File: config.mk
export PLATFORM = sky130hd
export DESIGN_NAME = rv32im_instruction_encoder_core
export DESIGN_NICKNAME = d
export VERILOG_FILES = /design/src/design/rv32e_pkg.sv /design/src/design/rv32im_instruction_encoder_core.sv
export SDC_FILE = /design/constraint.sdc
export NUM_CORES = 1
export LEC_CHECK = 0
export BUFFER_PORTS_ARGS = -buffer_cell sky130_fd_sc_hd__buf_4
export CAP_MARGIN = 10
export CELL_PAD_IN_SITES_DETAIL_PLACEMENT = 1
export CELL_PAD_IN_SITES_GLOBAL_PLACEMENT = 1
export CORE_MARGIN = 2
export CORE_UTILIZATION = 45
export DETAILED_ROUTE_END_ITERATION = 10
export GPL_TIMING_DRIVEN = 0
export PLACE_DENSITY = 0.82
export SYNTH_ARGS = -nofsm -noshare
export SYNTH_HDL_FRONTEND = slang
export SYNTH_MEMORY_MAX_BITS = 65536
export SYNTH_SLANG_ARGS = --single-unit
File: constraint.sdc
create_clock -name clk -period 12.8 [get_ports clk]
set_clock_uncertainty 0.2 [all_clocks]
set_input_delay 2.56 -clock clk [delete_from_list [all_inputs] [get_ports clk]]
set_output_delay 2.56 -clock clk [all_outputs]
set_load 0.02 [all_outputs]
File: src/design/rv32e_pkg.sv
package rv32e_pkg;

	// mnemonic codes, real table entries first, then the pseudo-instructions
	typedef enum logic [5:0] {
		ACT_ADD, ACT_SUB, ACT_SLL, ACT_SLT, ACT_SLTU, ACT_XOR, ACT_SRL, ACT_SRA,
		ACT_OR, ACT_AND,
		ACT_MUL, ACT_MULH, ACT_MULHSU, ACT_MULHU, ACT_DIV, ACT_DIVU, ACT_REM,
		ACT_REMU,
		ACT_ADDI, ACT_SLTI, ACT_SLTIU, ACT_XORI, ACT_ORI, ACT_ANDI,
		ACT_SLLI, ACT_SRLI, ACT_SRAI,
		ACT_LB, ACT_LH, ACT_LW, ACT_LBU, ACT_LHU,
		ACT_SB, ACT_SH, ACT_SW,
		ACT_BEQ, ACT_BNE, ACT_BLT, ACT_BGE, ACT_BLTU, ACT_BGEU,
		ACT_LUI, ACT_AUIPC, ACT_JAL, ACT_JALR,
		ACT_FENCE, ACT_ECALL, ACT_EBREAK,
		ACT_LA, ACT_LI, ACT_J, ACT_MV, ACT_CALL, ACT_NOP,
		ACT_BLE, ACT_BGT, ACT_BLEU, ACT_BGTU
	} action_t;

	// first pseudo-instruction code, everything below is a real table entry
	localparam logic [5:0] ACT_FIRST_PSEUDO = 6'(ACT_LA);

	typedef enum logic [3:0] {
		FMT_R, FMT_I, FMT_SH, FMT_LD, FMT_ST, FMT_B, FMT_U, FMT_J, FMT_JR, FMT_SYS
	} fmt_t;

	localparam logic [2:0] ERR_NONE    = 3'd0;
	localparam logic [2:0] ERR_UNKNOWN = 3'd1;
	localparam logic [2:0] ERR_IMM     = 3'd2;
	localparam logic [2:0] ERR_SHIFT   = 3'd3;
	localparam logic [2:0] ERR_BRANCH  = 3'd4;
	localparam logic [2:0] ERR_JAL     = 3'd5;
	localparam logic [2:0] ERR_ODD     = 3'd6;

	localparam logic [6:0] OPC_OP     = 7'h33;
	localparam logic [6:0] OPC_OPIMM  = 7'h13;
	localparam logic [6:0] OPC_LOAD   = 7'h03;
	localparam logic [6:0] OPC_STORE  = 7'h23;
	localparam logic [6:0] OPC_BRANCH = 7'h63;
	localparam logic [6:0] OPC_LUI    = 7'h37;
	localparam logic [6:0] OPC_AUIPC  = 7'h17;
	localparam logic [6:0] OPC_JAL    = 7'h6F;
	localparam logic [6:0] OPC_JALR   = 7'h67;
	localparam logic [6:0] OPC_FENCE  = 7'h0F;
	localparam logic [6:0] OPC_SYSTEM = 7'h73;

	localparam logic [6:0] F7_BASE = 7'h00;
	localparam logic [6:0] F7_ALT  = 7'h20;
	localparam logic [6:0] F7_MUL  = 7'h01;

	localparam logic [11:0] FIX_NONE   = 12'h000;
	localparam logic [11:0] FIX_FENCE  = 12'h0FF;
	localparam logic [11:0] FIX_EBREAK = 12'h001;

	localparam logic [4:0] REG_ZERO = 5'd0;
	localparam logic [4:0] REG_RA   = 5'd1;

	// rounding bias for the hi/lo split
	localparam logic [31:0] HI_BIAS = 32'h0000_0800;

	typedef struct packed {
		fmt_t        fmt;
		logic [6:0]  opc;
		logic [2:0]  f3;
		logic [6:0]  f7;
		logic [11:0] fix;
	} op_row_t;

	function automatic op_row_t op_row(input logic [5:0] code);
		op_row_t r;
		case (code)
			ACT_ADD:    r = '{FMT_R, OPC_OP, 3'd0, F7_BASE, FIX_NONE};
			ACT_SUB:    r = '{FMT_R, OPC_OP, 3'd0, F7_ALT, FIX_NONE};
			ACT_SLL:    r = '{FMT_R, OPC_OP, 3'd1, F7_BASE, FIX_NONE};
			ACT_SLT:    r = '{FMT_R, OPC_OP, 3'd2, F7_BASE, FIX_NONE};
			ACT_SLTU:   r = '{FMT_R, OPC_OP, 3'd3, F7_BASE, FIX_NONE};
			ACT_XOR:    r = '{FMT_R, OPC_OP, 3'd4, F7_BASE, FIX_NONE};
			ACT_SRL:    r = '{FMT_R, OPC_OP, 3'd5, F7_BASE, FIX_NONE};
			ACT_SRA:    r = '{FMT_R, OPC_OP, 3'd5, F7_ALT, FIX_NONE};
			ACT_OR:     r = '{FMT_R, OPC_OP, 3'd6, F7_BASE, FIX_NONE};
			ACT_AND:    r = '{FMT_R, OPC_OP, 3'd7, F7_BASE, FIX_NONE};
			ACT_MUL:    r = '{FMT_R, OPC_OP, 3'd0, F7_MUL, FIX_NONE};
			ACT_MULH:   r = '{FMT_R, OPC_OP, 3'd1, F7_MUL, FIX_NONE};
			ACT_MULHSU: r = '{FMT_R, OPC_OP, 3'd2, F7_MUL, FIX_NONE};
			ACT_MULHU:  r = '{FMT_R, OPC_OP, 3'd3, F7_MUL, FIX_NONE};
			ACT_DIV:    r = '{FMT_R, OPC_OP, 3'd4, F7_MUL, FIX_NONE};
			ACT_DIVU:   r = '{FMT_R, OPC_OP, 3'd5, F7_MUL, FIX_NONE};
			ACT_REM:    r = '{FMT_R, OPC_OP, 3'd6, F7_MUL, FIX_NONE};
			ACT_REMU:   r = '{FMT_R, OPC_OP, 3'd7, F7_MUL, FIX_NONE};
			ACT_ADDI:   r = '{FMT_I, OPC_OPIMM, 3'd0, F7_BASE, FIX_NONE};
			ACT_SLTI:   r = '{FMT_I, OPC_OPIMM, 3'd2, F7_BASE, FIX_NONE};
			ACT_SLTIU:  r = '{FMT_I, OPC_OPIMM, 3'd3, F7_BASE, FIX_NONE};
			ACT_XORI:   r = '{FMT_I, OPC_OPIMM, 3'd4, F7_BASE, FIX_NONE};
			ACT_ORI:    r = '{FMT_I, OPC_OPIMM, 3'd6, F7_BASE, FIX_NONE};
			ACT_ANDI:   r = '{FMT_I, OPC_OPIMM, 3'd7, F7_BASE, FIX_NONE};
			ACT_SLLI:   r = '{FMT_SH, OPC_OPIMM, 3'd1, F7_BASE, FIX_NONE};
			ACT_SRLI:   r = '{FMT_SH, OPC_OPIMM, 3'd5, F7_BASE, FIX_NONE};
			ACT_SRAI:   r = '{FMT_SH, OPC_OPIMM, 3'd5, F7_ALT, FIX_NONE};
			ACT_LB:     r = '{FMT_LD, OPC_LOAD, 3'd0, F7_BASE, FIX_NONE};
			ACT_LH:     r = '{FMT_LD, OPC_LOAD, 3'd1, F7_BASE, FIX_NONE};
			ACT_LW:     r = '{FMT_LD, OPC_LOAD, 3'd2, F7_BASE, FIX_NONE};
			ACT_LBU:    r = '{FMT_LD, OPC_LOAD, 3'd4, F7_BASE, FIX_NONE};
			ACT_LHU:    r = '{FMT_LD, OPC_LOAD, 3'd5, F7_BASE, FIX_NONE};
			ACT_SB:     r = '{FMT_ST, OPC_STORE, 3'd0, F7_BASE, FIX_NONE};
			ACT_SH:     r = '{FMT_ST, OPC_STORE, 3'd1, F7_BASE, FIX_NONE};
			ACT_SW:     r = '{FMT_ST, OPC_STORE, 3'd2, F7_BASE, FIX_NONE};
			ACT_BEQ:    r = '{FMT_B, OPC_BRANCH, 3'd0, F7_BASE, FIX_NONE};
			ACT_BNE:    r = '{FMT_B, OPC_BRANCH, 3'd1, F7_BASE, FIX_NONE};
			ACT_BLT:    r = '{FMT_B, OPC_BRANCH, 3'd4, F7_BASE, FIX_NONE};
			ACT_BGE:    r = '{FMT_B, OPC_BRANCH, 3'd5, F7_BASE, FIX_NONE};
			ACT_BLTU:   r = '{FMT_B, OPC_BRANCH, 3'd6, F7_BASE, FIX_NONE};
			ACT_BGEU:   r = '{FMT_B, OPC_BRANCH, 3'd7, F7_BASE, FIX_NONE};
			ACT_LUI:    r = '{FMT_U, OPC_LUI, 3'd0, F7_BASE, FIX_NONE};
			ACT_AUIPC:  r = '{FMT_U, OPC_AUIPC, 3'd0, F7_BASE, FIX_NONE};
			ACT_JAL:    r = '{FMT_J, OPC_JAL, 3'd0, F7_BASE, FIX_NONE};
			ACT_JALR:   r = '{FMT_JR, OPC_JALR, 3'd0, F7_BASE, FIX_NONE};
			ACT_FENCE:  r = '{FMT_SYS, OPC_FENCE, 3'd0, F7_BASE, FIX_FENCE};
			ACT_ECALL:  r = '{FMT_SYS, OPC_SYSTEM, 3'd0, F7_BASE, FIX_NONE};
			ACT_EBREAK: r = '{FMT_SYS, OPC_SYSTEM, 3'd0, F7_BASE, FIX_EBREAK};
			default:    r = '{FMT_SYS, OPC_FENCE, 3'd0, F7_BASE, FIX_NONE};
		endcase
		return r;
	endfunction

	// field packing for one real table entry
	function automatic logic [31:0] pack_word(
		input logic [5:0]  code,
		input logic [4:0]  rd,
		input logic [4:0]  rs1,
		input logic [4:0]  rs2,
		input logic [31:0] imm,
		input logic [31:0] off
	);
		op_row_t r;
		logic [31:0] w;
		r = op_row(code);
		case (r.fmt)
			FMT_R:
				w = {r.f7, rs2, rs1, r.f3, rd, r.opc};
			FMT_SH:
				w = {r.f7, imm[4:0], rs1, r.f3, rd, r.opc};
			FMT_SYS:
				w = {r.fix, 13'd0, r.opc};
			FMT_ST:
				w = {imm[11:5], rs2, rs1, r.f3, imm[4:0], r.opc};
			FMT_B:
				w = {off[12], off[10:5], rs2, rs1, r.f3, off[4:1], off[11], r.opc};
			FMT_U:
				w = {imm[19:0], rd, r.opc};
			FMT_J:
				w = {off[20], off[10:1], off[11], off[19:12], rd, r.opc};
			default:
				w = {imm[11:0], rs1, r.f3, rd, r.opc};
		endcase
		return w;
	endfunction

endpackage

File: src/design/rv32im_instruction_encoder_core.sv
// rv32im instruction encoder
// request channel: req_valid/req_ready carry one parsed assembly operation
// (action code, register numbers, immediate, target address, location)
// response channel: rsp_valid/rsp_ready carry machine words, one per beat,
// with last set on the final word of an operation and error giving the
// reason when an operation is rejected (word then reads zero, last is set)
// timing: an accepted request is registered in the input stage, and its
// first word is then registered in the output register before it shows
// throughput: one request per cycle for single-word operations while
// rsp_ready is high; li with a wide immediate, la and call hold the input
// stage with the request until their second word goes out
// the output register lets a new request enter while the last word waits
// stall: when rsp_ready is low the output register holds its word, the
// input stage fills behind it and req_ready then drops
// reset: arst_n clears both valid flags, nothing is pending afterwards
module rv32im_instruction_encoder_core
	import rv32e_pkg::*;
(
	input  logic               clk,
	input  logic               arst_n,
	input  logic               req_valid,
	output logic               req_ready,
	input  logic [5:0]         action,
	input  logic [4:0]         dest_reg,
	input  logic [4:0]         src1_reg,
	input  logic [4:0]         src2_reg,
	input  logic signed [32:0] immediate,
	input  logic [31:0]        target_addr,
	input  logic [31:0]        location,
	output logic               rsp_valid,
	input  logic               rsp_ready,
	output logic [31:0]        word,
	output logic               last,
	output logic [2:0]         error
);

	// input stage
	logic               valid_s1;
	logic               phase_s1;   // second word of a two-word expansion
	logic [5:0]         action_s1;
	logic [4:0]         rd_s1;
	logic [4:0]         rs1_s1;
	logic [4:0]         rs2_s1;
	logic signed [32:0] imm_s1;
	logic [31:0]        tgt_s1;
	logic [31:0]        loc_s1;

	// output stage
	logic        valid_s2;
	logic [31:0] word_s2;
	logic        last_s2;
	logic [2:0]  error_s2;

	// derived values
	logic [32:0] off_c;        // exact target minus location
	logic [31:0] ob_c;
	logic [31:0] off_round_c;  // offset plus the rounding bias
	logic [31:0] imm_round_c;  // immediate plus the rounding bias
	logic [31:0] hi_off_c;
	logic [31:0] hi_imm_c;
	logic [31:0] lo_off_c;
	logic [31:0] lo_imm_c;
	logic        imm_fits_c;   // -2048..2047
	logic        shamt_ok_c;   // 0..31
	logic        br_ok_c;      // -4096..4094 when even
	logic        jal_ok_c;     // -1048576..1048574 when even
	logic        odd_c;
	op_row_t     row_c;

	logic [31:0] w0_c;
	logic [31:0] w1_c;
	logic        two_c;
	logic [2:0]  err_c;

	// handshake
	logic load_s2;
	logic done_s1;

	assign off_c       = {1'b0, tgt_s1} - {1'b0, loc_s1};
	assign ob_c        = off_c[31:0];
	assign off_round_c = ob_c + HI_BIAS;
	assign imm_round_c = imm_s1[31:0] + HI_BIAS;
	// upper 20 bits land in the U-type immediate field
	assign hi_off_c    = {12'd0, off_round_c[31:12]};
	assign hi_imm_c    = {12'd0, imm_round_c[31:12]};
	assign lo_off_c    = {20'd0, ob_c[11:0]};
	assign lo_imm_c    = {20'd0, imm_s1[11:0]};

	// sign-extension checks: all bits above the field agree with its sign
	assign imm_fits_c  = (&imm_s1[32:11]) | ~(|imm_s1[32:11]);
	assign shamt_ok_c  = ~(|imm_s1[32:5]);
	assign br_ok_c     = (&off_c[32:13]) | ~(|off_c[32:13]);
	assign jal_ok_c    = (&off_c[32:20]) | ~(|off_c[32:20]);
	assign odd_c       = off_c[0];

	assign row_c = op_row(action_s1);

	// encoder: both words of the operation and its error code
	always_comb begin
		err_c = ERR_NONE;
		two_c = 1'b0;
		w0_c  = pack_word(action_s1, rd_s1, rs1_s1, rs2_s1, imm_s1[31:0], ob_c);
		w1_c  = '0;
		if (action_s1 < ACT_FIRST_PSEUDO) begin
			case (row_c.fmt) inside
				FMT_I, FMT_LD, FMT_ST, FMT_JR: begin
					if (!imm_fits_c)
						err_c = ERR_IMM;
				end
				FMT_SH: begin
					if (!shamt_ok_c)
						err_c = ERR_SHIFT;
				end
				FMT_B: begin
					if (odd_c)
						err_c = ERR_ODD;
					else if (!br_ok_c)
						err_c = ERR_BRANCH;
				end
				FMT_J: begin
					if (odd_c)
						err_c = ERR_ODD;
					else if (!jal_ok_c)
						err_c = ERR_JAL;
				end
				default: begin
					err_c = ERR_NONE;
				end
			endcase
		end else begin
			unique case (action_s1) inside
				ACT_LA: begin
					// auipc rd, hi then addi rd, rd, lo
					two_c = 1'b1;
					w0_c  = pack_word(ACT_AUIPC, rd_s1, REG_ZERO, REG_ZERO, hi_off_c, '0);
					w1_c  = pack_word(ACT_ADDI, rd_s1, rd_s1, REG_ZERO, lo_off_c, '0);
				end
				ACT_LI: begin
					if (imm_fits_c) begin
						w0_c = pack_word(ACT_ADDI, rd_s1, REG_ZERO, REG_ZERO,
							imm_s1[31:0], '0);
					end else begin
						two_c = 1'b1;
						w0_c  = pack_word(ACT_LUI, rd_s1, REG_ZERO, REG_ZERO,
							hi_imm_c, '0);
						w1_c  = pack_word(ACT_ADDI, rd_s1, rd_s1, REG_ZERO,
							lo_imm_c, '0);
					end
				end
				ACT_J: begin
					w0_c = pack_word(ACT_JAL, REG_ZERO, REG_ZERO, REG_ZERO, '0, ob_c);
					if (odd_c)
						err_c = ERR_ODD;
					else if (!jal_ok_c)
						err_c = ERR_JAL;
				end
				ACT_MV: begin
					w0_c = pack_word(ACT_ADDI, rd_s1, rs1_s1, REG_ZERO, '0, '0);
				end
				ACT_CALL: begin
					// auipc ra, hi then jalr ra, ra, lo
					two_c = 1'b1;
					w0_c  = pack_word(ACT_AUIPC, REG_RA, REG_ZERO, REG_ZERO, hi_off_c, '0);
					w1_c  = pack_word(ACT_JALR, REG_RA, REG_RA, REG_ZERO, lo_off_c, '0);
				end
				ACT_NOP: begin
					w0_c = pack_word(ACT_ADDI, REG_ZERO, REG_ZERO, REG_ZERO, '0, '0);
				end
				ACT_BLE, ACT_BGT, ACT_BLEU, ACT_BGTU: begin
					// reversed comparisons swap the source registers
					case (action_s1)
						ACT_BLE:  w0_c = pack_word(ACT_BGE, REG_ZERO, rs2_s1, rs1_s1,
							'0, ob_c);
						ACT_BGT:  w0_c = pack_word(ACT_BLT, REG_ZERO, rs2_s1, rs1_s1,
							'0, ob_c);
						ACT_BLEU: w0_c = pack_word(ACT_BGEU, REG_ZERO, rs2_s1, rs1_s1,
							'0, ob_c);
						default:  w0_c = pack_word(ACT_BLTU, REG_ZERO, rs2_s1, rs1_s1,
							'0, ob_c);
					endcase
					if (odd_c)
						err_c = ERR_ODD;
					else if (!br_ok_c)
						err_c = ERR_BRANCH;
				end
				default: begin
					err_c = ERR_UNKNOWN;
				end
			endcase
		end
	end

	// the output register takes a word whenever it is empty or being drained
	assign load_s2   = valid_s1 && (!valid_s2 || rsp_ready);
	// an errored operation is a single beat even if it would have expanded
	assign done_s1   = load_s2 && (phase_s1 || !two_c || (err_c != ERR_NONE));
	assign req_ready = !valid_s1 || done_s1;

	always_ff @(posedge clk or negedge arst_n) begin
		if (!arst_n) begin
			valid_s1 <= 1'b0;
			phase_s1 <= 1'b0;
		end else begin
			if (req_valid && req_ready) begin
				valid_s1 <= 1'b1;
				phase_s1 <= 1'b0;
			end else if (done_s1) begin
				valid_s1 <= 1'b0;
				phase_s1 <= 1'b0;
			end else if (load_s2) begin
				phase_s1 <= 1'b1;
			end
		end
	end

	always_ff @(posedge clk) begin
		if (req_valid && req_ready) begin
			action_s1 <= action;
			rd_s1     <= dest_reg;
			rs1_s1    <= src1_reg;
			rs2_s1    <= src2_reg;
			imm_s1    <= immediate;
			tgt_s1    <= target_addr;
			loc_s1    <= location;
		end
	end

	always_ff @(posedge clk or negedge arst_n) begin
		if (!arst_n) begin
			valid_s2 <= 1'b0;
		end else begin
			if (load_s2)
				valid_s2 <= 1'b1;
			else if (rsp_ready)
				valid_s2 <= 1'b0;
		end
	end

	always_ff @(posedge clk) begin
		if (load_s2) begin
			if (phase_s1) begin
				word_s2  <= w1_c;
				last_s2  <= 1'b1;
				error_s2 <= ERR_NONE;
			end else if (err_c != ERR_NONE) begin
				word_s2  <= '0;
				last_s2  <= 1'b1;
				error_s2 <= err_c;
			end else begin
				word_s2  <= w0_c;
				last_s2  <= !two_c;
				error_s2 <= ERR_NONE;
			end
		end
	end

	assign rsp_valid = valid_s2;
	assign word      = word_s2;
	assign last      = last_s2;
	assign error     = error_s2;

endmodule
=== Yosys cells after proc, flatten, opt, wreduce, memory -nomap -nowiden ===
Memory sizes are Yosys's and may differ from the RTL's. A register that Yosys moved wholly into a read port is not among the register bits.
Cells that the tools add are included.

* Bits in read-only memories: 2816
* Output and inout bits: 38
* Logic and storage cells: 252
* Memories kept: 2
* Bits of input ports: 122
* Register bits: 157

* Multiplexer cells: 80
* Equality and inequality tests: 100
* Reduce and logical (&&, ||, !) cells: 46
* Magnitude comparators: 1
* Add/sub/neg operators: 3
* Bitwise operators: 7

{| class="wikitable"
|+ Memories
! memory !! words !! bits a word !! read ports !! clocked after memory_dff !! write ports !! RTL line !! RTL
|-
| (no name shown) || 64 || 22 || 1 || 1 || 0 || rv32e_pkg.sv:71 || <nowiki>case (code)</nowiki>
|-
| (no name shown) || 64 || 22 || 1 || 1 || 0 || rv32e_pkg.sv:71 ||
|}

{| class="wikitable"
|+ Operators by type and width
! cell !! count
|-
| 32-bit one-hot mux with 7 select lines || 13
|-
| 33-bit 2-to-1 mux || 33
|-
| 4-bit by 3-bit == test with 1-bit output (second input constant) || 58
|-
| 32-bit 2-to-1 mux || 6
|-
| 32-bit one-hot mux with 3 select lines || 2
|-
| 32-bit one-hot mux with 5 select lines || 1
|-
| 32-bit one-hot mux with 4 select lines || 1
|-
| 32-bit by 12-bit adder with 32-bit output (second input constant) || 2
|-
| 4-bit by 2-bit == test with 1-bit output (second input constant) || 16
|-
| 4-bit == test (second input constant) || 15
|-
| 6-bit == test (second input constant) || 10
|-
| 4-bit logical NOT || 14
|-
| 32-bit by 32-bit subtractor with 33-bit output || 1
|-
| 28-bit OR reduction || 1
|-
| 3-bit 2-to-1 mux || 9
|-
| 22-bit AND reduction || 1
|-
| 22-bit OR reduction || 1
|-
| 20-bit AND reduction || 1
|-
| 20-bit OR reduction || 1
|-
| 2-bit OR reduction || 7
|-
| 13-bit AND reduction || 1
|-
| 13-bit OR reduction || 1
|-
| 6-bit 2-to-1 mux || 2
|-
| 1-bit 2-to-1 mux || 9
|-
| 15 further kinds || 31
|}

=== Depth between registers and ports, before layout ===
Gate-level depths: netlist of the first run.

* Word-level depth: 17
* Depth in mapped cells: 17
* Gate-level depth less buffers: 16

=== Worst setup path before layout of the first run ===
OpenSTA, ideal clock, no wires.

* Path type: input port to flip-flop
* Start: input rsp_ready
* End: register row_c[20] (netlist name)
* Data required time: 12483 ps
* Setup time: 117 ps
* Path slack: 1165 ps
* Arrival time: 11317 ps
* Stages on the path: 12
* Path through: nand2b_1 nand2_1 nand2_1 nand2_1 a21oi_1 a21oi_1 inv_1 ha_1 nor2_1 o21bai_1 a221o_1 a32o_1

* Longest elaborated chain between the ends: 6

{| class="wikitable"
|+ RTL lines
! item !! RTL line !! RTL
|-
| start, declared || rv32im_instruction_encoder_core.sv:31 || <nowiki>input logic rsp_ready,</nowiki>
|-
| 1-bit logical OR || rv32im_instruction_encoder_core.sv:194 || <nowiki>assign load_s2 = valid_s1 && (!valid_s2 || rsp_ready);</nowiki>
|-
| 1-bit logical AND || rv32im_instruction_encoder_core.sv:194 ||
|-
| 1-bit logical AND || rv32im_instruction_encoder_core.sv:196 || <nowiki>assign done_s1 = load_s2 && (phase_s1 || !two_c || (err_c != ERR_NONE));</nowiki>
|-
| 1-bit logical OR || rv32im_instruction_encoder_core.sv:197 || <nowiki>assign req_ready = !valid_s1 || done_s1;</nowiki>
|-
| 1-bit logical AND || rv32im_instruction_encoder_core.sv:217 || <nowiki>if (req_valid && req_ready) begin</nowiki>
|-
| 6-bit 2-to-1 mux (no source line) || n/a ||
|}

Every way passes these cells.
A chain may end at the register's enable or synchronous reset.

=== Final worst setup path of the first run ===
* Start: register imm_s1[11]
* End: output req_ready

* Longest elaborated chain between the ends: 11

{| class="wikitable"
|+ RTL lines
! item !! RTL line !! RTL
|-
| start, declared || rv32im_instruction_encoder_core.sv:44 || <nowiki>logic signed [32:0] imm_s1;</nowiki>
|-
| start signal, assigned || rv32im_instruction_encoder_core.sv:222 || <nowiki>imm_s1 <= immediate;</nowiki>
|-
| 22-bit OR reduction || rv32im_instruction_encoder_core.sv:90 || <nowiki>assign imm_fits_c = (&imm_s1[32:11]) | ~(|imm_s1[32:11]);</nowiki>
|-
| 1-bit NOT || rv32im_instruction_encoder_core.sv:90 ||
|-
| 1-bit bitwise OR || rv32im_instruction_encoder_core.sv:90 ||
|-
| 1-bit 2-to-1 mux || rv32im_instruction_encoder_core.sv:139 || <nowiki>if (imm_fits_c) begin</nowiki>
|-
| 1-bit one-hot mux with 2 select lines || rv32im_instruction_encoder_core.sv:131 || <nowiki>unique case (action_s1) inside</nowiki>
|-
| 1-bit 2-to-1 mux || rv32im_instruction_encoder_core.sv:104 || <nowiki>if (action_s1 < ACT_FIRST_PSEUDO) begin</nowiki>
|-
| 1-bit logical NOT || rv32im_instruction_encoder_core.sv:196 ||
|-
| 1-bit logical OR || rv32im_instruction_encoder_core.sv:196 ||
|-
| 1-bit logical OR (*) || rv32im_instruction_encoder_core.sv:196 ||
|-
| 1-bit logical AND (*) || rv32im_instruction_encoder_core.sv:196 ||
|-
| 1-bit logical OR (*) || rv32im_instruction_encoder_core.sv:197 ||
|-
| end, declared || rv32im_instruction_encoder_core.sv:22 || <nowiki>output logic req_ready,</nowiki>
|}

Mark *: on every way between the ends. The rest lies on a longest branch, timed or not.

==> metrics.yaml, run 1 <==
outcome: "complete, no violations"
p_leak_nw: 5.18
initial_core_util_pct: 45.8
holdWs_ps: 344
critPathMaxFanout: 9
die_x_um: 161
cp_data_required_time_ps: 10040
fin_util_pct: 55.4
yosys.area.top_type: "edfxtp_1"
yosysMostFrequentCell: "edfxtp_1"
max_slew_margin_pct: 31.2
nets: 1519
end_kind: "primary output"
rr_startpoint: "imm_s1[11]$_DFFE_PN_"
ys_ff_latch: 172
hold_buffers: 0
reg2reg_slack_ps: 7230
fmax_mhz: 153
grt.total_usage_pct: 32.3
core_area_um2: 24300
slew_violations: 0
p_total_w: 0.00198
worstPathArrival_ps: 3780
die_area_um2: 26000
layout.cells.non_filler: 1688
power_density_nw_per_um2: 147
clock_latency_ps: 440
tightest_slew_ps: 1030
crit_type: "flop to primary output"
synth_area_um2: 11100
grt-ovfl-total: 0
critPathLaunchType: "flop"
final_layout_size_suffix_gt1_share_pct: 18.5
fin_crit_sh_pct: 51.1
yosys.area.top_type_share_pct: 41.2
drv_cap: 0
grt_max_degree: 37
num_io_pins: 160
critical-path-slowest-cell: "nor2_1"
timing.setup.tns_ps: 0
setup_viol: 0
synth.distinct_cells: 87
grt_pass1_vias: 11000
cts_tree: "built"
drc: 0
row_count: 57
hp-class: "flop to flop"
yosysSeqAreaShare_pct: 44.8
dr.first_iter.drc_count: 1089
fp.dieH_um: 161
syn2layout_area_growth_pct: 20.9
peakVddDrop_uv: 84.7
synth_edf_count: 153
postRouteAntennaNets: 0
netlist_instances: 1168
synthTopCellsByArea: "edfxtp_1 41%, a21oi_1 5.1%, ha_1 5.1%, nand2_1 3.6%, nor2_1 3.0%"
diodes: 0
startpoint: "imm_s1[11]$_DFFE_PN_"
drt-pass1-iter-count: 7
clk_root_buffer_cell: "clkbuf_16"
netlist_top_cells_count: "153 x edfxtp_1, 113 x a21oi_1, 106 x nand2_1, 90 x nor2_1, 64 x o21ai_0"
io_buffers: 159
post_cts.repair.setup_buffers: 0
cts.sinks: 172
hold_viol: 0
htreeDepth: 4
clock_path_buffers: 2
period_needed_ps: 6540
synth_flop_cell: "edfxtp_1"
hpwl_um: 32400
syn-num-nets: 1336
place_inst: 1656
drt-total-wl_um: 42100
critPathMaxStageDelay_ps: 600
rsz0062_at_grt: "no"
viasPerCell: 6.28
gp_congestion: 1.00
worstHoldStart: "rsp_valid$_DFFE_PN0P_"
cts_resized: 0
antenna_found_initial: 0
clk_pin_slew_ps: 80
dr_total_vias: 10600
synthArstFlopShare_pct: 1.74
cp_cell_sequence: "clkbuf_1 -> inv_1 -> ha_1 -> nor4b_1 -> nand4_1 -> nor2_1 -> or3_1 -> a211oi_4 -> o21ai_0 -> buf_4"
yosys_warnings: 0
syn_avg_cell_area_um2: 9.54
wl_per_cell_um: 24.9
cts_inserted_buffers: 17
grt_pass1_wl_um: 64400
-- where the power goes --
group	internal [W]	total (W)	switching, W
registers	0.000692	0.000733	0.0000415
logic	0.000242	0.000698	0.000456
clock network	0.000284	0.000551	0.000268
total	0.00122	0.00198	0.000765
-- registers in the layout (all words and copies together), names as in the netlist --
signal,count
rs2_s1,5
phase_s1,1
rd_s1,5
action_s1,6
valid_s1,1
imm_s1,33
error,3
rsp_valid,1
row_c,16
tgt_s1,32
last,1
rs1_s1,5
word,31
loc_s1,32
-- worst paths after layout --
kind / to / cells after the start
setup / recovery: req_ready / 10
hold / removal: rsp_valid$_DFFE_PN0P_ / 2
setup reg to reg: row_c[20]$_DFF_P_ / 18
hold reg to reg: rsp_valid$_DFFE_PN0P_ / 2
max in group asynchronous: valid_s1$_DFFE_PN0N_ / 1
min in group asynchronous: rsp_valid$_DFFE_PN0P_ / 1
-- cells in the final DEF (no fill, tap or decap), types with 19 or more instances in the layout --
| cell type | Yosys | final |
|---|---|---|
| nand2_1 | 106 | 106 |
| ha_1 | 45 | 45 |
| a22oi_1 | 19 | 19 |
| clkbuf_1 | 36 | 36 |
| o21ai_0 | 64 | 64 |
| nand4_1 | 19 | 19 |
| nand3_1 | 36 | 36 |
| o21ai_1 | 23 | 23 |
| nor3_1 | 26 | 26 |
| buf_2 | 18 | 19 |
| nor2_1 | 90 | 90 |
| xnor2_1 | 36 | 36 |
| inv_1 | 56 | 55 |
| a21oi_1 | 113 | 112 |
| xor2_1 | 23 | 23 |
| edfxtp_1 | 153 | 153 |
| buf_4 | 1 | 160 |
-- per-layer routing --
layer  part of all wire, %  track usage, %  up-vias  wire, um
met1                    43            42.7     5281     18000
met2                    47            53.4      437     19800
met4                   3.2            11.0        0      1370
met3                   7.1            6.32       81      3000
li1                      -               -     4804         -
met5                     0               0        -         0
-- cell type report --
| cell class | instances | area, um2 |
|---|---|---|
| buffer | 58 | 251 |
| clock buffer | 17 | 425 |
| clock inverter | 15 | 199 |
| fill | 2804 | 10800 |
| inverter | 58 | 219 |
| multi-input combinational | 880 | 5700 |
| sequential | 172 | 4990 |
| tap | 324 | 405 |
| timing repair buffer | 164 | 1280 |
-- cell families after synthesis --
kind of cell,share of synthesized area (%)
fa+ha+maj,5.23
mux,0.831
xor+xnor,4.64
buf+inv,4.22
flops,44.8
simple gates,16.8
compound gates,23.6
-- critical path: cells and delay by family, from the launching register on --
| family | cells | cell delay, ps |
|---|---|---|
| fa+ha+maj | 1 | 150 |
| compound gates | 2 | 470 |
| simple gates | 4 | 1620 |
| flops | 1 | 410 |
| buf+inv | 3 | 680 |
-- per-stage QoR --
| step | cell area [um2] | worst slack (ps) |
|---|---|---|
| floorplan | 11100 | 1170 |
| global placement | 12700 | -2480 |
| detailed placement | 12800 | 6690 |
| CTS | 13500 | 6310 |
| global route | 13500 | 6100 |
| finish | 13500 | 6260 |
Power figures use the tool's default switching activity.
==> run 2: changes to the inputs <==
ABC_AREA = 1   (was default)
CORE_UTILIZATION = 39   (was 45)
PLACE_DENSITY = 0.79   (was 0.82)
clock period = 5.5 ns   (was 12.8 ns; I/O delays follow)
==> run 2 against run 1 <==
  * Register-to-register slack worse by 6300 ps
  * Largest power group is now combinational logic
  * First-iteration DRC count shrank 14%
  * Core utilization fell by 8.0 points
  * Combinational power rose to 2.8 times the previous value
  * Critical endpoint is now word[22]$_DFFE_PP_
  * Critical path depth up 5
  * Synthesized cell count increased by 42%
  * Setup slack lost 5300 ps
  * Via count is 14% higher
==> metrics.yaml, run 2 <==
reg_top3: "imm_s1 x33, loc_s1 x32, tgt_s1 x32"
initial_core_util_pct: 39.8
hpwl_um: 37900
clock_path_buffers: 2
fmax_mhz: 220
layout_common_cells: "494 x nand2_1, 267 x inv_1, 164 x buf_4"
critPathMaxStageDelay_ps: 860
nets: 2003
grt-ovfl-total: 0
layout_commonest_cell: "nand2_1"
fill_cells: 3888
period_needed_ps: 4540
netlist_top_cells_count: "494 x nand2_1, 269 x inv_1, 153 x edfxtp_1, 144 x nor2_1, 74 x nand3_1"
drt-pass1-iter-count: 7
wl_per_cell_um: 20.5
gp_congestion: 0.990
cts_resized: 0
critical-path-slowest-cell: "a2111oi_0"
yosys.area.top_type: "edfxtp_1"
ys_ff_latch: 172
p_leak_nw: 6.83
clk_root_buffer_cell: "clkbuf_16"
worstPathArrival_ps: 4540
power_density_nw_per_um2: 334
synth_edf_count: 153
crit_top_cell: "nand2_1"
io_buffers: 159
regMostFlops: "imm_s1"
cts.sinks: 172
p_total_w: 0.00487
setup_viol: 0
peakVddDrop_uv: 248
hold_buffers: 0
grt_max_degree: 47
cts_tree: "built"
num_io_pins: 160
synth_flop_cell: "edfxtp_1"
yosys_warnings: 0
diodes: 0
yosysSeqAreaShare_pct: 40.8
critPathLaunchType: "flop"
slew_violations: 0
cp_cell_sequence: "nand2_1 -> inv_2 -> nand2_1 -> inv_1 -> nand2_1 -> inv_1 -> nor2_2 -> inv_1 -> nor2_2 -> inv_2 -> clkbuf_1 -> a2111oi_0 -> a21oi_1 -> nand4_1 -> nand2_1"
placed_cell_area_um2: 14000
die_x_um: 181
layout.cells.non_filler: 2244
outcome: "complete, no violations"
die_area_um2: 32800
fin_crit_sh_pct: 82.6
synthTopCellsByArea: "edfxtp_1 38%, nand2_1 15%, inv_1 8.3%, ha_1 4.6%, nor2_1 4.4%"
max_slew_margin_pct: 31.5
critPathMaxFanout: 10
final_area_um2: 14600
row_count: 64
dr_total_vias: 12100
synth_area_um2: 12200
grt.total_usage_pct: 28.4
largest_register_ffs: 33
end_kind: "flop"
tightest_slew_ps: 1000
hold_viol: 0
clk_pin_slew_ps: 70
cp_data_required_time_ps: 5500
post_cts.repair.setup_buffers: 0
yosys.area.top_type_share_pct: 37.5
drv_cap: 0
core_area_um2: 30700
clock_latency_ps: 460
dr.first_iter.drc_count: 940
rsz0062_at_grt: "no"
viasPerCell: 5.39
postRouteAntennaNets: 0
synthArstFlopShare_pct: 1.74
grt_pass1_wl_um: 70600
syn_avg_cell_area_um2: 7.40
crit_type: "flop to flop"
grt_pass1_vias: 12300
netlist_instances: 1653
syn2layout_area_growth_pct: 19.0
drt-total-wl_um: 45900
drc: 0
cts_inserted_buffers: 17
syn-num-nets: 1821
fp.dieH_um: 181
yosysMostFrequentCell: "nand2_1"
hp-class: "input pin to async pin"
antenna_found_initial: 0
final_layout_size_suffix_gt1_share_pct: 15.3
htreeDepth: 4
synth.distinct_cells: 56
place_inst: 2210
## run 2: changes by cell type after synthesis, sizes merged, moves of 33 or more
cell   before  now
nor2       91  167
nand4      19   52
nand2     106  515
a21oi     115   66
nand3      38   77
inv        57  283
## run 2: area by class of cell
type | instances | area [um2] | area share [%]
repair buffers | 163 | 1270 | 8.70
multi-input cells | 1164 | 6000 | 41.2
inverters | 287 | 1080 | 7.42
clock inverters | 14 | 129 | 0.885
flip-flops and latches | 172 | 4990 | 34.3
plain buffers | 30 | 166 | 1.14
clock buffers | 18 | 429 | 2.95
well taps | 396 | 495 | 3.40
## run 2: critical path, delay by kind of cell (launching register included)
kind | cells | cell delay, ps
buffers and inverters | 6 | 910
flip-flops | 1 | 410
AND/OR/NAND/NOR | 7 | 1730
AO/OA/AOI/OAI | 2 | 1020
## run 2: where the power goes
| part | total, W | internal, W | switching [W] |
|---|---|---|---|
| clock | 0.00118 | 0.000597 | 0.000582 |
| sequential | 0.00174 | 0.00165 | 0.0000907 |
| combinational | 0.00195 | 0.000599 | 0.00135 |
| total | 0.00487 | 0.00285 | 0.00202 |
## run 2: final timing paths
| kind | slack (ps) | from | cells after the start | end |
|---|---|---|---|---|
| max | 960 | action_s1[5]$_DFFE_PN_ | 15 | word[22]$_DFFE_PP_ |
| min | 220 | arst_n | 1 | rsp_valid$_DFFE_PN0P_ |
| max reg2reg | 960 | action_s1[5]$_DFFE_PN_ | 15 | word[22]$_DFFE_PP_ |
| min reg2reg | 330 | rsp_valid$_DFFE_PN0P_ | 2 | rsp_valid$_DFFE_PN0P_ |
| max in group asynchronous | 4790 | arst_n | 1 | phase_s1$_DFFE_PN0P_ |
| min in group clk | 330 | rsp_valid$_DFFE_PN0P_ | 2 | rsp_valid$_DFFE_PN0P_ |
## run 2: metrics by stage
| step | TNS [ps] | worst slack (ps) | utilization, % | hold WS [ps] |
|---|---|---|---|---|
| after floorplan | 0 | 661 | - | 333 |
| after global placement | -19340 | -652 | 45.3 | 306 |
| after detailed placement | 0 | 466 | 45.4 | 309 |
| after CTS | 0 | 964 | 47.2 | 201 |
| after global routing | 0 | 781 | 47.4 | 208 |
| final | 0 | 959 | 47.4 | 219 |
## run 2: cell families after synthesis
logic type	after synthesis	synth area share, %
AND/OR/NAND/NOR	857	30.6
buffers and inverters	317	10.2
AO/OA/AOI/OAI	232	11.6
flip-flops	172	40.8
adder cells (fa/ha/maj)	46	4.76
XOR/XNOR	29	2.08
## run 2: layer usage
| metal | share of wire, % | global-route usage (%) | wire (um) |
|---|---|---|---|
| met4 | 2.4 | 8.88 | 1090 |
| met3 | 7.5 | 6.43 | 3450 |
| met2 | 43 | 43.8 | 19800 |
| met5 | 0 | 0 | 0 |
| met1 | 47 | 39.6 | 21600 |
==> run 3: changes to the inputs <==
CORE_UTILIZATION = 43   (was 39)
PLACE_DENSITY = 0.82   (was 0.79)
clock period = 4.75 ns   (was 5.5 ns; I/O delays follow)
==> run 3 against run 2 <==
  * Register-to-register slack worse by 860 ps
  * Critical endpoint is now word[21]$_DFFE_PP_
  * Critical path depth unchanged
  * Critical path type unchanged
  * Via count is 4.4% higher
  * Fmax is 2.3% lower
==> metrics.yaml, run 3 (synthesis gave the netlist of run 2 again) <==
power_density_nw_per_um2: 404
tightest_slew_ps: 1290
die_x_um: 173
layout_common_cells: "494 x nand2_1, 267 x inv_1, 164 x buf_4"
drc: 0
p_leak_nw: 6.88
grt-ovfl-total: 0
largest_register_ffs: 33
reg2reg_slack_ps: 100
postRouteAntennaNets: 0
clock_latency_ps: 460
fmax_mhz: 215
final_area_um2: 14600
cp.buffers_inverters: 6
cts.sinks: 172
placed_cell_area_um2: 13900
cts_inserted_buffers: 17
grt_pass1_vias: 13100
hp-class: "input pin to async pin"
layout.cells.non_filler: 2225
dp_worst_setup_slack_ps: -142
dr.first_iter.drc_count: 1223
nets: 2003
reg_top3: "imm_s1 x33, loc_s1 x32, tgt_s1 x32"
drt-total-wl_um: 50900
wl_per_cell_um: 22.9
peakVddDrop_uv: 372
diodes: 0
dr_total_vias: 12600
fp.dieH_um: 173
post_cts.repair.setup_buffers: 0
die_area_um2: 29800
crit_top_cell: "nand2_1"
timing.final.ws_setup_ps: 99.9
clock_path_buffers: 2
rsz0062_at_grt: "no"
htreeDepth: 4
max_slew_margin_pct: 13.3
layout_commonest_cell: "nand2_1"
end_kind: "flop"
syn2layout_area_growth_pct: 19.5
gp_congestion: 0.994
setup_viol: 0
regMostFlops: "imm_s1"
critical-path-slowest-cell: "a2111oi_1"
holdWs_ps: 70.0
slew_violations: 0
drv_cap: 0
worstPathArrival_ps: 4670
hpwl_um: 40100
io_buffers: 159
hold_viol: 0
row_count: 61
cp_data_required_time_ps: 4770
drt-pass1-iter-count: 5
grt.total_usage_pct: 33.7
num_io_pins: 160
crit_type: "flop to flop"
cts_tree: "built"
place_inst: 2192
core_area_um2: 27900
grt_pass1_wl_um: 76800
clk_pin_slew_ps: 70
hold_buffers: 0
clk_root_buffer_cell: "clkbuf_16"
grt_max_degree: 46
critPathMaxFanout: 10
fin_crit_sh_pct: 97.9
initial_core_util_pct: 43.8
viasPerCell: 5.68
period_needed_ps: 4650
critPathLaunchType: "flop"
antenna_found_initial: 3
final_layout_size_suffix_gt1_share_pct: 15.3
cp_cell_sequence: "nand2_1 -> inv_2 -> nand2_1 -> inv_1 -> nand2_1 -> inv_1 -> nor2_2 -> inv_1 -> nor2_2 -> inv_2 -> clkbuf_1 -> a2111oi_1 -> a21oi_1 -> nand4_1 -> nand2_1"
outcome: "complete, no violations"
critPathMaxStageDelay_ps: 760
path_delay_family: "simple AND/OR/NAND/NOR gates"
-- run 3: cell count changes in the layout (fill, tap and decap cells not counted), sizes merged --
| cell | change |
|---|---|
| bufinv | +4 |
| clkbuf | -2 |
| clkinv | +2 |
| clkinvlp | -2 |
| inv | -3 |
-- run 3: path summary, 6_finish.rpt --
path / start / to / cells past startpoint
max in group asynchronous: arst_n / valid_s1$_DFFE_PN0N_ / 1
min in group clk: rsp_valid$_DFFE_PN0P_ / rsp_valid$_DFFE_PN0P_ / 2
setup reg to reg: action_s1[5]$_DFFE_PN_ / word[21]$_DFFE_PP_ / 15
setup / recovery: action_s1[5]$_DFFE_PN_ / word[21]$_DFFE_PP_ / 15
hold / removal: arst_n / rsp_valid$_DFFE_PN0P_ / 1
hold reg to reg: rsp_valid$_DFFE_PN0P_ / rsp_valid$_DFFE_PN0P_ / 2
-- run 3: repair_timing --
action | in CTS | in global routing
endpoints found under the setup margin | 0 | 7
gates resized for setup | 0 | 2
endpoints found under the hold margin | 0 | 0
-- run 3: metal layers --
layer  share of wire [%]  routed length, um  vias up  global-route usage, %
met5               0.026                 13        -                      0
met4                 2.7               1360        2                   10.8
met3                 8.2               4170       84                   7.41
met2                  45              22800      516                   53.8
met1                  44              22600     6209                   45.7
li1                    -                  -     5830                      -
-- run 3: power by group --
part | switching, W | internal, W | total, W | leakage, nW
Combinational | 0.00163 | 0.000695 | 0.00233 | 4.93
Clock | 0.000663 | 0.000891 | 0.00155 | 0.312
Sequential | 0.000111 | 0.00191 | 0.00202 | 1.64
Total | 0.00241 | 0.00350 | 0.00591 | 6.88
-- run 3: metrics by stage --
| step | power [W] | utilization (%) | setup TNS [ps] |
|---|---|---|---|
| final | 0.00591 | 52.3 | 0 |
| after global routing | 0.00616 | 52.3 | 0 |
| after CTS | 0.00585 | 52.2 | 0 |
| after detailed placement | 0.00428 | 49.9 | -250 |
| after global placement | 0.00419 | 49.8 | -86260 |
| after floorplan | 0.00340 | - | 0 |
-- run 3: cell type report --
| class | instances | area (um2) |
|---|---|---|
| sequential | 172 | 4990 |
| inverter | 287 | 1080 |
| multi-input combinational | 1164 | 6010 |
| clock inverter | 14 | 209 |
| tap | 378 | 473 |
| buffer | 30 | 166 |
| timing repair buffer | 162 | 1260 |
| clock buffer | 17 | 425 |
| timing repair inverter | 1 | 5.00 |
| fill | 3539 | 13300 |
